<file path="src/psc_pkg.sv">
// Shared types and codes of the polynomial syntax checker.
package psc_pkg;

   // character classes handed from the front end to the parser
   localparam logic [2:0] CLS_OTHER   = 3'd0;
   localparam logic [2:0] CLS_SPACE   = 3'd1;
   localparam logic [2:0] CLS_SEMI    = 3'd2;
   localparam logic [2:0] CLS_SIGN    = 3'd3;
   localparam logic [2:0] CLS_ZERO    = 3'd4;
   localparam logic [2:0] CLS_NZDIGIT = 3'd5;
   localparam logic [2:0] CLS_X       = 3'd6;
   localparam logic [2:0] CLS_CARET   = 3'd7;

   typedef logic [2:0] class_type;

   typedef struct packed {
      class_type char_class;
      logic      last;
   } entry_type;

   localparam int QUEUE_DEPTH = 4;
   localparam int PTR_W       = $clog2(QUEUE_DEPTH);

   typedef logic [3:0] status_type;

   localparam status_type ST_OK         = 4'd0;
   localparam status_type ST_EMPTY      = 4'd1;
   localparam status_type ST_NO_COEF    = 4'd2;
   localparam status_type ST_NO_X       = 4'd3;
   localparam status_type ST_NO_CARET   = 4'd4;
   localparam status_type ST_NO_EXP     = 4'd5;
   localparam status_type ST_DBL_SIGN   = 4'd6;
   localparam status_type ST_TRAIL_SIGN = 4'd7;
   localparam status_type ST_LEAD_ZERO  = 4'd8;

endpackage

</file>
<file path="src/psc_back.sv">
// Parser: walks the grammar over classified characters and holds the result.
module psc_back (
   input  logic                clock,
   input  logic                reset,
   input  logic                not_empty,
   input  psc_pkg::entry_type  pop_entry,
   output logic                pop,
   output logic                rsp_tvalid,
   input  logic                rsp_tready,
   output logic [7:0]          rsp_tdata    // [3:0] status, [4] is_valid, [7:5] zero
);
   import psc_pkg::*;

   localparam logic [2:0] PH_START     = 3'd0;
   localparam logic [2:0] PH_LEAD_SIGN = 3'd1;
   localparam logic [2:0] PH_COEF      = 3'd2;
   localparam logic [2:0] PH_AFTER_X   = 3'd3;
   localparam logic [2:0] PH_CARET     = 3'd4;
   localparam logic [2:0] PH_EXP_SIGN  = 3'd5;
   localparam logic [2:0] PH_EXP       = 3'd6;
   localparam logic [2:0] PH_TERM_SIGN = 3'd7;

   logic [2:0]  phase_ff, phase_in;
   status_type  err_ff, err_in;
   logic        seen_ff, seen_in;
   logic        ended_ff, ended_in;
   logic        out_valid_ff, out_valid_in;
   status_type  out_status_ff, out_status_in;

   logic        active;
   logic [2:0]  phase_mid;
   status_type  err_mid;
   logic        seen_mid;
   logic        ended_mid;
   logic [2:0]  coef_phase;
   status_type  coef_err;
   status_type  end_st;
   class_type   cls;

   assign cls    = pop_entry.char_class;
   assign active = !ended_ff && (err_ff == ST_OK);
   assign pop    = not_empty && (!out_valid_ff || rsp_tready);

   // start of a coefficient: must be a non-zero digit
   always_comb begin
      coef_phase = phase_ff;
      coef_err   = ST_OK;
      if (cls == CLS_NZDIGIT) coef_phase = PH_COEF;
      else if (cls == CLS_ZERO) coef_err = ST_LEAD_ZERO;
      else coef_err = ST_NO_COEF;
   end

   // character step; end-of-text status is taken from the updated phase
   always_comb begin
      phase_mid = phase_ff;
      err_mid   = err_ff;
      seen_mid  = seen_ff;
      ended_mid = ended_ff;
      if (active && cls != CLS_SEMI && cls != CLS_SPACE) begin
         seen_mid = 1'b1;
         unique case (phase_ff)
            PH_LEAD_SIGN: begin
               phase_mid = coef_phase;
               err_mid   = coef_err;
            end
            PH_COEF: begin
               if (cls == CLS_X) phase_mid = PH_AFTER_X;
               else if (cls != CLS_ZERO && cls != CLS_NZDIGIT) err_mid = ST_NO_X;
            end
            PH_AFTER_X: begin
               if (cls == CLS_CARET) phase_mid = PH_CARET;
               else err_mid = ST_NO_CARET;
            end
            PH_CARET: begin
               if (cls == CLS_SIGN) phase_mid = PH_EXP_SIGN;
               else if (cls == CLS_ZERO || cls == CLS_NZDIGIT) phase_mid = PH_EXP;
               else err_mid = ST_NO_EXP;
            end
            PH_EXP_SIGN: begin
               if (cls == CLS_ZERO || cls == CLS_NZDIGIT) phase_mid = PH_EXP;
               else err_mid = ST_NO_EXP;
            end
            PH_EXP: begin
               if (cls == CLS_SIGN) phase_mid = PH_TERM_SIGN;
               else if (cls != CLS_ZERO && cls != CLS_NZDIGIT) begin
                  phase_mid = coef_phase;
                  err_mid   = coef_err;
               end
            end
            PH_TERM_SIGN: begin
               if (cls == CLS_SIGN) err_mid = ST_DBL_SIGN;
               else begin
                  phase_mid = coef_phase;
                  err_mid   = coef_err;
               end
            end
            default: begin
               if (cls == CLS_SIGN) phase_mid = PH_LEAD_SIGN;
               else begin
                  phase_mid = coef_phase;
                  err_mid   = coef_err;
               end
            end
         endcase
      end
      if (active && cls == CLS_SEMI) begin
         err_mid   = end_st;
         ended_mid = 1'b1;
      end
   end

   // status if the text ends here; a ';' ends it before the character is fed
   always_comb begin
      if (!seen_ff && !(active && cls != CLS_SEMI && cls != CLS_SPACE
                        && !(cls == CLS_SEMI))) begin
         end_st = ST_EMPTY;
      end else begin
         case ((cls == CLS_SEMI) ? phase_ff : phase_mid)
            PH_EXP:       end_st = ST_OK;
            PH_COEF:      end_st = ST_NO_X;
            PH_AFTER_X:   end_st = ST_NO_CARET;
            PH_CARET,
            PH_EXP_SIGN:  end_st = ST_NO_EXP;
            PH_TERM_SIGN: end_st = ST_TRAIL_SIGN;
            PH_LEAD_SIGN: end_st = ST_NO_COEF;
            default:      end_st = ST_EMPTY;
         endcase
      end
   end

   always_comb begin
      phase_in      = phase_mid;
      err_in        = err_mid;
      seen_in       = seen_mid;
      ended_in      = ended_mid;
      out_valid_in  = out_valid_ff && !rsp_tready;
      out_status_in = out_status_ff;
      if (!pop) begin
         phase_in = phase_ff;
         err_in   = err_ff;
         seen_in  = seen_ff;
         ended_in = ended_ff;
      end else if (pop_entry.last) begin
         out_valid_in  = 1'b1;
         out_status_in = (!ended_mid && err_mid == ST_OK) ? end_st : err_mid;
         phase_in      = PH_START;
         err_in        = ST_OK;
         seen_in       = 1'b0;
         ended_in      = 1'b0;
      end
   end

   always_ff @(posedge clock) begin
      if (reset) begin
         phase_ff     <= PH_START;
         err_ff       <= ST_OK;
         seen_ff      <= 1'b0;
         ended_ff     <= 1'b0;
         out_valid_ff <= 1'b0;
      end else begin
         phase_ff     <= phase_in;
         err_ff       <= err_in;
         seen_ff      <= seen_in;
         ended_ff     <= ended_in;
         out_valid_ff <= out_valid_in;
      end
   end

   always_ff @(posedge clock) begin
      out_status_ff <= out_status_in;
   end

   assign rsp_tvalid = out_valid_ff;
   assign rsp_tdata  = {3'b000, (out_status_ff == ST_OK), out_status_ff};

endmodule

</file>
<file path="config.mk">
export PLATFORM = sky130hd
export DESIGN_NAME = psc_back
export DESIGN_NICKNAME = d
export VERILOG_FILES = /design/src/psc_pkg.sv /design/src/psc_back.sv
export SDC_FILE = /design/constraint.sdc
export NUM_CORES = 1
export LEC_CHECK = 0
export ABC_AREA = 0
export BUFFER_PORTS_ARGS = -buffer_cell sky130_fd_sc_hd__buf_2
export CORE_MARGIN = 2
export CORE_UTILIZATION = 50
export CTS_CLUSTER_DIAMETER = 40
export CTS_CLUSTER_SIZE = 10
export DETAILED_ROUTE_END_ITERATION = 12
export GPL_TIMING_DRIVEN = 0
export PLACE_DENSITY = 0.71
export SYNTH_ARGS = -nofsm -noshare
export SYNTH_HDL_FRONTEND = slang
export SYNTH_SLANG_ARGS = --single-unit
</file>
<file path="constraint.sdc">
create_clock -name clock -period 5.59 [get_ports clock]
set_input_delay 1.118 -clock clock [delete_from_list [all_inputs] [get_ports clock]]
set_output_delay 1.118 -clock clock [all_outputs]
set_load 0.005 [all_outputs]
</file>
==> flow_metrics.env <==
export IMPL_place_gp_congestion=0.900
export IMPL_fin_ws_ns=2.45
export IMPL_syn_avg_cell_area_um2=8.03
export IMPL_tightest_slew_ns=0.575
export IMPL_met3_length_um=157
export IMPL_arrival_ns=3.18
export IMPL_min_delay_path_class="reg2reg"
export IMPL_cts_tree="built"
export IMPL_ys_types=49
export IMPL_route_top_layer_used="met4"
export IMPL_yosys_warnings=0
export IMPL_route_met2_wl_mm=1.17
export IMPL_ir_worst_vdd_mv=0.142
export IMPL_stdcell_area_mm2=0.00126
export IMPL_reg2reg_to="out_status_ff[1]"
export IMPL_io_pins=18
export IMPL_syn_inst=139
export IMPL_ctsResizeCount=0
export IMPL_vias_per_cell=5.78
export IMPL_ys_flop_type="dfxtp_1"
export IMPL_ff2ff_setup_slack_ns=2.99
export IMPL_cts_root_buffer="clkbuf_4"
export IMPL_drt_first_iter_violations=39
export IMPL_fmax_mhz=318
export IMPL_setup_viol=0
export IMPL_setup_tns_ns=0
export IMPL_place_area_mm2=0.00123
export IMPL_synth_top_cells_by_count="a21oi_1 (15), nor2_1 (15), nand2_1 (12)"
export IMPL_dieArea_mm2=0.00263
export IMPL_slew_limit_headroom_pct=61.3
export IMPL_rsz0062_at_grt="false"
export IMPL_critPathRequiredTime_ns=5.62
export IMPL_hold_slack_ns=0.502
export IMPL_skew_ns=0.00483
export IMPL_final_layout_size_suffix_gt1_share_pct=23.3
export IMPL_grt_usage_pct=20.1
export IMPL_cts_sinks=14
export IMPL_insertion_delay_ns=0.28
export IMPL_postCtsSetupRepairBufs=0
export IMPL_crit_fanout=10
export IMPL_drt_met1_wl_mm=1.17
export IMPL_route_vias_total=1080
export IMPL_wl_per_cell_um=13.5
export IMPL_cp_end_kind="flip-flop"
export IMPL_crit_path_start_kind="input pin"
export IMPL_synth_top_area_share_pct=17.9
export IMPL_die_w_um=51.2
export IMPL_antenna_found_initial=0
export IMPL_crit_path_start="pop_entry[1]"
export IMPL_clock_path_buffers=2
export IMPL_r2r_start="ended_ff"
export IMPL_drc_errors=0
export IMPL_outcome="completed"
export IMPL_cts_hold_buf=0
export IMPL_drv_slew=0
export IMPL_dr_pass1_iters=4
export IMPL_finalHoldViolations=0
export IMPL_syn_to_final_growth_pct=13.3
export IMPL_post_route_period_util_pct=56.3
export IMPL_hpwlAfterDp_mm=1.93
export IMPL_ys_seq_elements=14
export IMPL_clk_pin_slew_worst_paths_ns=0.09
export IMPL_async_reset_ff_share_pct=0
export IMPL_antenna_left=0
export IMPL_endpoint="out_status_ff[1]"
export IMPL_grt_pass1_wl_mm=3.99
export IMPL_critPathKind="in2reg"
export IMPL_maxCapViolations=0
export IMPL_chipHeight_um=51.2
export IMPL_diodes=0
export IMPL_wl_mm=2.52
export IMPL_htreeDepth=1
export IMPL_ys_seq_area_share_pct=28.7
export IMPL_final_util_pct=58.3
export IMPL_p_leak_nw=0.518
export IMPL_portBuffers=14
export IMPL_place_ws_ns=2.23
export IMPL_min_period_ns=3.14
export IMPL_row_count=17
export IMPL_initial_utilization_pct=51.4
export IMPL_synth_edf_count=4
export IMPL_synth_area_mm2=0.00112
export IMPL_ff2ff_path_depth=7
export IMPL_numCtsBuffers=3
export IMPL_grt_max_degree=11
export IMPL_nets=168
export IMPL_grt_pass1_vias=882
export IMPL_cellPowerDensity_mw_per_mm2=225
export IMPL_yosys_area_top_type="dfxtp_1"
export IMPL_synthTopCellsByArea="dfxtp_1 (18%), edfxtp_1 (11%), a21oi_1 (6.7%), nor2_1 (5.0%), nand2_1 (4.0%)"
export IMPL_gr_total_overflow=0
export IMPL_coreArea_mm2=0.00217
==> worst max-delay path, cell delays in order <==
cell	delay, ns
buf_2	0.11
clkbuf_1	0.21
nor2_1	0.36
a21oi_1	0.08
a41oi_1	0.48
nand2_2	0.22
xnor2_2	0.21
a21oi_2	0.29
o31ai_2	0.11
==> layer usage <==
layer  global-route usage, %  vias to the layer above
met2                    32.0                       38
met1                    27.4                      495
met4                    6.58                        0
li1                        -                      542
met5                       0                        -
met3                    3.51                        5
==> flip-flops by register name, summed over array words and instances, names as in the netlist <==
name	cells
out_status_ff	4
err_ff	4
ended_ff	1
phase_ff	3
seen_ff	1
rsp_tvalid	1
==> cell families after synthesis <==
| logic type | Yosys count | share of synthesized area [%] |
|---|---|---|
| and+or+nand+nor | 53 | 25.0 |
| AOI/OAI and AO/OA | 48 | 32.7 |
| buffers and inverters | 17 | 7.40 |
| DFF | 14 | 28.7 |
| xor gates and xnor gates | 3 | 3.03 |
| muxes | 3 | 2.80 |
| other | 1 | 0.336 |
==> report_power, final <==
part | switching (W) | internal (W) | total [W]
Clock | 0.0000341 | 0.0000397 | 0.0000737
Sequential | 0.00000363 | 0.000111 | 0.000115
Combinational | 0.0000555 | 0.0000410 | 0.0000965
Total | 0.0000932 | 0.000192 | 0.000285
==> stage by stage <==
| step | instances | total power, W |
|---|---|---|
| final | 187 | 0.000285 |
| after global routing | 187 | 0.000299 |
| after CTS | 187 | 0.000285 |
| after detailed placement | 183 | 0.000212 |
| after global placement | 183 | 0.000210 |
| after floorplan | 141 | 0.000191 |
==> worst min path at each step <==
stage                          start         end  slack (ns)  cells after the start
after global routing         seen_ff     seen_ff        0.53                      2
after global placement    rsp_tvalid  rsp_tvalid        0.48                      2
after detailed placement  rsp_tvalid  rsp_tvalid        0.49                      2
after CTS                 rsp_tvalid  rsp_tvalid        0.51                      2
after floorplan             ended_ff    ended_ff        0.46                      2
final                     rsp_tvalid  rsp_tvalid        0.50                      2
==> placed cells by master (no fill, tap or decap), types with 2 or more instances in the layout <==
cell type	count
dfxtp_1	10
nor2_1	15
o21ai_0	7
a32o_1	2
o21a_1	2
nor2b_1	2
or2_2	3
mux2i_1	2
nand2_1	12
buf_2	14
a31oi_1	3
o211ai_1	2
a21oi_1	15
a211o_1	2
buf_4	3
clkbuf_1	7
clkbuf_4	3
nand3_1	4
nand2b_1	3
inv_1	6
nor3_1	5
a22oi_1	2
conb_1	3
edfxtp_1	4
==> area by class of cell <==
type | count | area [um^2]
buffer | 11 | 60.1
clock buffer | 4 | 36.3
fill | 217 | 905
inverter | 6 | 22.5
multi-input combinational | 110 | 721
sequential | 14 | 320
tap | 28 | 35.0
timing repair buffer | 14 | 70.1
Note: power is estimated with default switching activity, not from simulation.
